[config.mk]
export PLATFORM = sky130hd
export DESIGN_NAME = fnbc_sqrt_stage
export DESIGN_NICKNAME = d
export VERILOG_FILES = /design/src/fnbc_pkg.sv /design/src/fnbc_sqrt_stage.sv
export SDC_FILE = /design/constraint.sdc
export NUM_CORES = 1
export LEC_CHECK = 0
export BUFFER_PORTS_ARGS = -buffer_cell sky130_fd_sc_hd__buf_2
export CAP_MARGIN = 30
export CORE_AREA = 2 2 227 229
export DETAILED_ROUTE_END_ITERATION = 7
export DIE_AREA = 0 0 229 231
export PLACE_DENSITY = 0.49
export SLEW_MARGIN = 15
export SYNTH_ARGS = -nofsm -noshare
export SYNTH_HDL_FRONTEND = slang
export SYNTH_SLANG_ARGS = --single-unit
export TNS_END_PERCENT = 100
[constraint.sdc]
create_clock -name clk_i -period 1.75 [get_ports clk_i]
set_input_delay 0.0875 -clock clk_i [delete_from_list [all_inputs] [get_ports clk_i]]
set_output_delay 0.0875 -clock clk_i [all_outputs]
set_load 0.03 [all_outputs]
[src/fnbc_pkg.sv]
// Package for the face normal and backface cull block: request types, pipeline
// payload structs and register indexes. Depends on nothing; used by every module.
`default_nettype none
package fnbc_pkg;

  // Configuration register indexes
  typedef enum logic [1:0] {
    CamX = 2'd0,
    CamY = 2'd1,
    CamZ = 2'd2
  } cfg_idx_e;

  localparam int unsigned RootW = 31;  // bits of floor(sqrt(S))
  localparam int unsigned QuoW  = 17;  // quotient bits of the normal division
  localparam int unsigned NumW  = 46;  // numerator width of the normal division

  typedef struct packed {
    logic signed [31:0] vertex_a_x;
    logic signed [31:0] vertex_a_y;
    logic signed [31:0] vertex_a_z;
    logic signed [31:0] vertex_b_x;
    logic signed [31:0] vertex_b_y;
    logic signed [31:0] vertex_b_z;
    logic signed [31:0] vertex_c_x;
    logic signed [31:0] vertex_c_y;
    logic signed [31:0] vertex_c_z;
  } in_t;

  typedef struct packed {
    logic signed [15:0] normal_x;
    logic signed [15:0] normal_y;
    logic signed [15:0] normal_z;
    logic               facing_away;
    logic               degenerate;
  } out_t;

  // Data that rides alongside the square root
  typedef struct packed {
    logic [2:0][29:0] q;
    logic [2:0]       neg;
    logic             degen;
    logic [2:0][32:0] diff;
  } side_t;

  typedef struct packed {
    logic [61:0]       rem;
    logic [RootW-1:0]  root;
    side_t             side;
  } sq_t;

  typedef struct packed {
    logic [2:0][NumW-1:0] rem;
    logic [2:0][QuoW-1:0] quo;
    logic [RootW-1:0]     den;
    logic [2:0]           neg;
    logic                 degen;
    logic [2:0][32:0]     diff;
  } div_t;

endpackage
`default_nettype wire

[src/fnbc_sqrt_stage.sv]
// One stage of the integer square root: settles one root bit.
// Depends on fnbc_pkg.
`default_nettype none
module fnbc_sqrt_stage #(
  parameter int unsigned Bit = 30
) (
  input  wire logic          clk_i,
  input  wire logic          rst_ni,
  input  wire logic          en_i,
  input  wire logic          valid_i,
  input  wire fnbc_pkg::sq_t data_i,
  output logic               valid_o,
  output fnbc_pkg::sq_t      data_o
);

  logic [63:0]   trial;
  logic          fits;
  fnbc_pkg::sq_t data_d;
  fnbc_pkg::sq_t data_q;
  logic          valid_q;

  // Try (root + 2^Bit)^2 against the remainder
  always_comb begin
    trial  = (64'(data_i.root) << (Bit + 1)) | (64'(1) << (2 * Bit));
    fits   = (64'(data_i.rem) >= trial);
    data_d = data_i;
    if (fits) begin
      data_d.rem  = 62'(64'(data_i.rem) - trial);
      data_d.root = data_i.root | (fnbc_pkg::RootW'(1) << Bit);
    end
  end

  always_ff @(posedge clk_i or negedge rst_ni) begin
    if (!rst_ni) begin
      valid_q <= 1'b0;
    end else if (en_i) begin
      valid_q <= valid_i;
    end
  end

  always_ff @(posedge clk_i) begin
    if (en_i) begin
      data_q <= data_d;
    end
  end

  assign valid_o = valid_q;
  assign data_o  = data_q;

endmodule
`default_nettype wire

==> out/qor.yml <==
tns_ps: -704.8
r2r-start: "valid_o"
track_usage: 0.1696
arrival_ps: 2220
synthFlopType: "edfxtp_1"
outcome: "finished, violations left"
via_per_inst: 4.005
max-vdd-ir-drop_mv: 0.6387
grt_pass1_vias: 10079
powerDensity_mw_per_mm2: 978.0
crit_chain: "buf_12 -> inv_12 -> ha_4 -> inv_2 -> fa_2 -> a21o_1 -> a221o_1 -> and2_4 -> o41ai_4 -> o21ai_2 -> a21boi_1 -> xor2_1 -> a21oi_1"
syn_area_per_cell_um2: 16.98
hold_viol_final: 1
clockBufferDepth: 3
cts_tree: "yes"
critPathKind: "input pin to flip-flop"
dieArea_mm2: 0.05290
crit_buf_inv: 3
cts.sinks: 287
die_x_um: 229
clkTransAtPathRegs_ps: 50
min-delay-start: "data_i[256]"
final_nets: 1981
synth_edf_count: 286
grt_overflow: 0
antenna_found_initial: 18
wl_um: 46650
yosysWarnings: 0
ios: 577
synth_common_cells: "286 x edfxtp_1, 46 x a21oi_1, 38 x nand2_1"
required_ps: 2050
cts_buffers: 36
setup_violations: 9
rsz0062_at_grt: "yes"
drt_iter0_drc: 382
slowest_delay_ps: 360
tightestPinTransition_ps: 383.0
drive_gt1_frac: 0.5219
grt_max_degree: 68
finalPower_w: 0.01998
core_area_mm2: 0.05068
slew_headroom: 0.7420
port_buffers: 576
hp-class: "input pin to flip-flop"
ys_ff_latch: 287
area_growth_syn_to_layout_pct: 88.58
slowest_stage: "a221o_1"
hold_buffers: 287
synth.distinct_cells: 53
fin_crit_ps: 1921
synth_area_leader_cell: "edfxtp_1"
fp.dieH_um: 231
synth_top_area_share: 0.7929
cp-start-kind: "input pin"
fill_cells: 4826
dp.cells: 2007
place_congestion: 0.8533
synth_fp_nets: 959
async_flop_share: 0.003484
crit_start: "data_i[255]"
clock_skew_ps: 0
synthCells: 638
synth_area_leaders: "edfxtp_1 79%, ha_1 3.5%, a21oi_1 2.1%, nand2_1 1.3%, o21ai_0 1.2%"
cp-end-kind: "flip-flop"
path_max_fanout: 2
cts-root-buf: "clkbuf_16"
violations: "hold timing, setup timing"
dpl.hpwl_um: 34310
worst_slack_ps: -171.2
final_cells: 2373
htreeDepth: 2
leakage_nw: 8.710
syn-cell-area_mm2: 0.01083
ant_nets: 0
synth_most_common_cell: "edfxtp_1"
wl_per_cell_um: 19.66
report.final.slew_viol_count: 0
insertion_delay_ps: 550
yosysSeqAreaShare: 0.7952
period_share: 1.098
hold_slack_ps: -144.0
vias: 9504
finalCoreUtilization: 0.4030
start_util: 0.2137
fp-row-count: 83
max-cap-violations: 0
dr.pass1.iters: 6
grt_pass1_wl_um: 65890
cp_top_family: "compound AO/OA/AOI/OAI gates"
fmaxAchievable_ghz: 0.5205
drc: 0
[tightest hold or removal path: stages]
cell and delay [ps]:
buf_6 100, nand2_2 40, nand2_1 50
[placed cells by master, fill, tap and decap left out, types with 11 or more instances in the layout]
| cell | n |
|---|---|
| nand2_1 | 31 |
| nand4_1 | 11 |
| buf_4 | 122 |
| dlygate4sd3_1 | 287 |
| clkbuf_16 | 36 |
| a21o_1 | 17 |
| o21ai_1 | 13 |
| xor2_1 | 11 |
| ha_4 | 18 |
| nor2_1 | 14 |
| inv_1 | 22 |
| a21oi_1 | 28 |
| ha_1 | 11 |
| edfxtp_1 | 286 |
| a21oi_2 | 16 |
| xnor2_1 | 12 |
| buf_2 | 570 |
[final timing paths]
check / to / slack, ps / depth (start not counted)
worst max-delay path: data_o[273] / -170 / 13
worst min-delay path: data_o[256] / -140 / 3
worst max register to register: valid_o / 1000 / 1
worst min register to register: valid_o / 530 / 1
max in group asynchronous: valid_o / 1280 / 3
min in group asynchronous: valid_o / 360 / 3
[where the power goes]
group          internal (W)  switching [W]  leakage, nW
registers           0.00821       0.000154         2.81
logic               0.00182        0.00258         5.35
clock network       0.00411        0.00310        0.548
total                0.0141        0.00583         8.71
[registers in the layout (all words and copies together) (netlist names)]
| signal | count |
|---|---|
| data_o | 286 |
| valid_o | 1 |
[routing by layer]
layer  wire length (µm)  GRT usage
met1              16650     0.1766
met2              25270     0.3169
met3               3226    0.05126
met4               1391    0.06778
met5                111          0
[through the flow]
stage,instance area (µm²),setup WS [ps]
final,20430,-171.2
after global routing,20420,-209.7
after CTS,20080,-170.8
after detailed placement,15690,-960.5
after global placement,15690,-984.6
after floorplan,11000,-611.8
[cell type report]
cell class                      instances  area [µm²]  area share
Sequential cell                       287        8613      0.4217
Timing Repair Buffer                 1004        7044      0.3449
Multi-Input combinational cell        299        2643      0.1294
Clock buffer                           41       919.6     0.04502
Tap cell                              680       850.8     0.04165
Clock inverter                         23       197.7    0.009678
Inverter                               32       140.1    0.006861
Antenna cell                            7       17.52   0.0008576
[logic make-up after synthesis]
kind of cell             count (synthesis)  share of synthesized area
AO/OA/AOI/OAI                          122                    0.07046
XOR/XNOR                                25                    0.02021
adder cells (fa/ha/maj)                 31                    0.03650
buffers and inverters                   52                    0.02068
flip-flops                             287                     0.7952
multiplexers                             4                   0.004158
AND/OR/NAND/NOR                        117                    0.05279
[what timing repair did]
item,CTS,global route
pin swaps,34,29
endpoints found under the hold margin,309,1
cloned,1,0
resized for setup,72,74
buffers inserted,4,5
endpoints found under the setup margin,31,32
Power figures use the tool's default switching activity.
