[src/fnbc_pkg.sv]
// Package for the face normal and backface cull block: request types, pipeline
// payload structs and register indexes. Depends on nothing; used by every module.
`default_nettype none
package fnbc_pkg;

  // Configuration register indexes
  typedef enum logic [1:0] {
    CamX = 2'd0,
    CamY = 2'd1,
    CamZ = 2'd2
  } cfg_idx_e;

  localparam int unsigned RootW = 31;  // bits of floor(sqrt(S))
  localparam int unsigned QuoW  = 17;  // quotient bits of the normal division
  localparam int unsigned NumW  = 46;  // numerator width of the normal division

  typedef struct packed {
    logic signed [31:0] vertex_a_x;
    logic signed [31:0] vertex_a_y;
    logic signed [31:0] vertex_a_z;
    logic signed [31:0] vertex_b_x;
    logic signed [31:0] vertex_b_y;
    logic signed [31:0] vertex_b_z;
    logic signed [31:0] vertex_c_x;
    logic signed [31:0] vertex_c_y;
    logic signed [31:0] vertex_c_z;
  } in_t;

  typedef struct packed {
    logic signed [15:0] normal_x;
    logic signed [15:0] normal_y;
    logic signed [15:0] normal_z;
    logic               facing_away;
    logic               degenerate;
  } out_t;

  // Data that rides alongside the square root
  typedef struct packed {
    logic [2:0][29:0] q;
    logic [2:0]       neg;
    logic             degen;
    logic [2:0][32:0] diff;
  } side_t;

  typedef struct packed {
    logic [61:0]       rem;
    logic [RootW-1:0]  root;
    side_t             side;
  } sq_t;

  typedef struct packed {
    logic [2:0][NumW-1:0] rem;
    logic [2:0][QuoW-1:0] quo;
    logic [RootW-1:0]     den;
    logic [2:0]           neg;
    logic                 degen;
    logic [2:0][32:0]     diff;
  } div_t;

endpackage
`default_nettype wire

[src/fnbc_div_stage.sv]
// One stage of the restoring division for all three normal lanes.
// Depends on fnbc_pkg.
`default_nettype none
module fnbc_div_stage #(
  parameter int unsigned Bit = 16
) (
  input  wire logic           clk_i,
  input  wire logic           rst_ni,
  input  wire logic           en_i,
  input  wire logic           valid_i,
  input  wire fnbc_pkg::div_t data_i,
  output logic                valid_o,
  output fnbc_pkg::div_t      data_o
);

  logic [47:0]    dsh;
  fnbc_pkg::div_t data_d;
  fnbc_pkg::div_t data_q;
  logic           valid_q;

  // Subtract the shifted divisor where it fits and set the quotient bit
  always_comb begin
    dsh    = 48'(data_i.den) << Bit;
    data_d = data_i;
    for (int i = 0; i < 3; i++) begin
      if (48'(data_i.rem[i]) >= dsh) begin
        data_d.rem[i] = fnbc_pkg::NumW'(48'(data_i.rem[i]) - dsh);
        data_d.quo[i] = data_i.quo[i] | (fnbc_pkg::QuoW'(1) << Bit);
      end
    end
  end

  always_ff @(posedge clk_i or negedge rst_ni) begin
    if (!rst_ni) begin
      valid_q <= 1'b0;
    end else if (en_i) begin
      valid_q <= valid_i;
    end
  end

  always_ff @(posedge clk_i) begin
    if (en_i) begin
      data_q <= data_d;
    end
  end

  assign valid_o = valid_q;
  assign data_o  = data_q;

endmodule
`default_nettype wire

[config.mk]
export PLATFORM = sky130hd
export DESIGN_NAME = fnbc_div_stage
export DESIGN_NICKNAME = d
export VERILOG_FILES = /design/src/fnbc_pkg.sv /design/src/fnbc_div_stage.sv
export SDC_FILE = /design/constraint.sdc
export NUM_CORES = 1
export LEC_CHECK = 0
export ABC_AREA = 0
export BUFFER_PORTS_ARGS = -buffer_cell sky130_fd_sc_hd__buf_2
export CELL_PAD_IN_SITES_DETAIL_PLACEMENT = 0
export CELL_PAD_IN_SITES_GLOBAL_PLACEMENT = 1
export CORE_AREA = 5 5 247 249
export CTS_CLUSTER_DIAMETER = 80
export CTS_CLUSTER_SIZE = 10
export DETAILED_ROUTE_END_ITERATION = 7
export DIE_AREA = 0 0 252 254
export PLACE_DENSITY = 0.61
export SLEW_MARGIN = 25
export SYNTH_ARGS = -nofsm -noshare
export SYNTH_HDL_FRONTEND = slang
export SYNTH_SLANG_ARGS = --single-unit
export TNS_END_PERCENT = 10
[constraint.sdc]
create_clock -name clk_i -period 1.2 [get_ports clk_i]
set_clock_uncertainty 0.2 [all_clocks]
set_input_delay 0.12 -clock clk_i [delete_from_list [all_inputs] [get_ports clk_i]]
set_output_delay 0.12 -clock clk_i [all_outputs]
set_load 0.02 [all_outputs]
==> summary.txt <==
Global routing
  • First-pass GRT wire length: 111 mm
  • Largest net degree at the start of global routing: 30
  • GRT Util Overall: 23.5%
  • GRT Max-Usage Layer: met2
  • Remaining global-route overflow: 0
  • Initial antenna violation count: 24
  • Met3 usage: 6.15%
  • Vias in the first global route: between 15000 and 20000
  • Met1 track demand over resource: 27.7%
  • GR Layer Usage met2: between 40% and 50%

Drt
  • Routed wire per std cell: about 23 um
  • Vias per cell: 4.67
  • Total Wirelength: 80.7 mm
  • Drt pass-1 iters: 5
  • Total number of vias: 16300
  • DR DRC count: 0
  • First DRT Iteration DRCs: 881
  • Antenna-violating nets left: 0

Timing
  • Final setup vio count: 458
  • Hold Vio Cnt, Final: 6
  • Unrepaired setup endpoints after global routing: true
  • Worst Tran Pin Value: 571 ps
  • Fin crit share: 215%
  • Min Tclk post-route: 2580 ps
  • Slew HR: roughly three fifths
  • Min Hold Slack: -417 ps
  • Fmax: 388 MHz
  • Max Slew Vio Count: 0
  • Setup ws final: -1380 ps

Logic synthesis
  • Area share of the largest cell type after synthesis: 59.2%
  • Synth Flop Type: edfxtp_1
  • Mapped Cells: approximately 1300
  • Register area share after synthesis: 59.3%
  • Synth area leader: edfxtp_1
  • Syn_nets: 1683
  • Post-synth ARST share: 0.309%
  • Most common cell in the netlist: edfxtp_1
  • Post-synth cell types: 79
  • Main area contributors after synthesis: edfxtp_1 59%, ha_1 6.9%, mux2_4 3.0%
  • Syn. warnings: 0
  • Syn_area_per_cell: 13.0 um^2
  • Syn Std Cell Area: approximately 16000 um^2
  • EDFF count, synth: 323
  • Commonest cells post-synth: 323 x edfxtp_1, 96 x a21oi_1, 90 x ha_1
  • Synth Register Bits: 324

Die
  • Die ar.: ~64000 um^2
  • Die X: 252 um
  • Num ports: 651
  • Total core area: 58500 um^2
  • Die height: around 250 um
  • Initial core utilization: 28.0%
  • Row Count: a little under 90

Worst setup path
  • CP Capture Type: flip-flop
  • Critical path's slowest cell: mux2_4
  • Most frequent CP cell: buf_4
  • CP Class: input pin to flip-flop
  • Crit path cell chain: buf_4, clkinvlp_4, buf_4, ha_4, a21o_1, a31oi_4, o211ai_1, a31oi_2, a21oi_2, a31o_4, buf_12, clkbuf_16, mux2_4
  • Critical path arrival: between 2000 and 3000 ps
  • CP Launch Type: input pin
  • CP max stage delay: a little under 300 ps
  • Max FO, Critical Path: 6
  • Critical Path RT: 1300 ps

Job
  • Max-cap violations: 0

CTS
  • Sink Count: approximately 320
  • Number of H-tree levels: 2
  • Clock Tree Root: clkbuf_16
  • Clk slew on worst S/H paths: 60 ps
  • CTS max path bufs: 3
  • Post-CTS Hold Buffers: between 300 and 400
  • CTS buffer count: 42
  • Clock Latency Late Sink: 550 ps
  • CTS tree: built

Power
  • Flop pwr share: 38.3%
  • Worst VDD drop: 1.29 mV
  • Clock network power share: between 30% and 40%
  • Switching power total: roughly 11 mW
  • Gate power share: ~30%
  • Leak Pwr: 13.3 nW
  • Cell-internal power: 25.7 mW
  • Sw frac: about 30%
  • PwrDens: 1220 nW/um^2

Cells and area
  • Number of fill cells: 5229
  • Final non-filler cell area: 30100 um^2
  • Area Overhead vs Synth: 83.5%
  • Layout cells sized above 1: about 49%
  • Final Net Count: 3100

Outcome
  • Violated checks: negative hold slack, negative setup slack
  • Status: complete, but fails checks

Place
  • Placed wire-length estimate: 63.2 mm
  • RePlAce Congestion: 0.913
  • Count of input and output buffers: between 600 and 700
  • Placed standard-cell area: 23800 um^2

Worst hold path
  • Worst hold-check path type: input pin to flip-flop
-- cells in the final DEF, fill, tap and decap left out, types with 52 or more instances in the layout --
master           n
dlygate4sd3_1  324
edfxtp_1       323
nand2_1         52
buf_6          116
buf_4          395
a21oi_1         84
mux2_4          52
inv_1           54
ha_1            69
nor2_1          64
buf_2          545
-- area by class of cell --
class | instances | area (um^2) | share of cell area (%)
well taps | 773 | 967 | 3.22
repair buffers | 1414 | 10900 | 36.4
flip-flops and latches | 324 | 9720 | 32.3
clock buffers | 55 | 1130 | 3.76
multi-input cells | 834 | 6900 | 23.0
diodes | 14 | 35.0 | 0.116
inverters | 64 | 282 | 0.936
clock inverters | 10 | 90.1 | 0.300
-- power groups by stage --
stage | combinational, mW | sequential (mW) | clock [mW]
after floorplan | 3.03 | 15.5 | 0
after global routing | 11.7 | 14.1 | 12.4
after CTS | 10.8 | 14.0 | 11.9
final | 11.0 | 14.1 | 11.6
after global placement | 9.05 | 14.2 | 0
after detailed placement | 9.07 | 14.2 | 0
-- registers in the layout, summed over array words and instances (netlist names) --
| register | count |
|---|---|
| data_o | 323 |
| valid_o | 1 |
-- cells by family (layout without fill, tap and decap cells) --
group / Yosys count / in the layout / share of synthesized area, %
mux: 58 / 58 / 4.72
other cells: 0 / 14 / 0
buf+inv: 105 / 1543 / 2.82
xor+xnor: 61 / 61 / 3.26
flops: 324 / 324 / 59.3
simple gates: 293 / 293 / 9.00
compound gates: 329 / 329 / 13.6
fa+ha+maj: 93 / 93 / 7.24
-- final timing paths --
check	from	end	slack [ps]	cells past startpoint
worst max register to register	valid_o	valid_o	240	1
worst min register to register	valid_o	valid_o	330	1
worst min-delay path	data_i[104]	data_o[104]	-420	1
max in group asynchronous	rst_ni	valid_o	500	3
worst max-delay path	data_i[115]	data_o[249]	-1380	13
min in group asynchronous	rst_ni	valid_o	200	3
-- through the flow --
| step | instances | TNS, ps | total power, mW | util [%] | setup slack, ps |
|---|---|---|---|---|---|
| final | 3488 | -190900 | 36.7 | 51.4 | -1380 |
| after global routing | 3480 | -210980 | 38.3 | 51.4 | -1410 |
| after CTS | 3461 | -198320 | 36.8 | 50.6 | -1350 |
| after detailed placement | 3053 | -186840 | 23.3 | 40.6 | -2140 |
| after global placement | 3053 | -181220 | 23.2 | 40.6 | -2130 |
| after floorplan | 1263 | -134420 | 18.5 | - | -1580 |
-- worst max-delay path: cells and delay by family --
kind | cells | cell delay, ps
compound gates | 6 | 1210
mux | 1 | 290
fa+ha+maj | 1 | 250
buf+inv | 5 | 810
-- per-layer routing --
metal	wire length [um]	vias up
li1	-	7714
met1	31500	7826
met2	40100	589
met3	5600	129
met4	3380	16
met5	97	-
-- what timing repair did --
action	CTS	global route
gates cloned	2	3
endpoints found under the hold margin	592	6
setup buffers	17	10
endpoints found under the setup margin	417	422
pin swaps	27	14
resized for setup	305	76
Note: power is estimated with default switching activity, not from simulation.
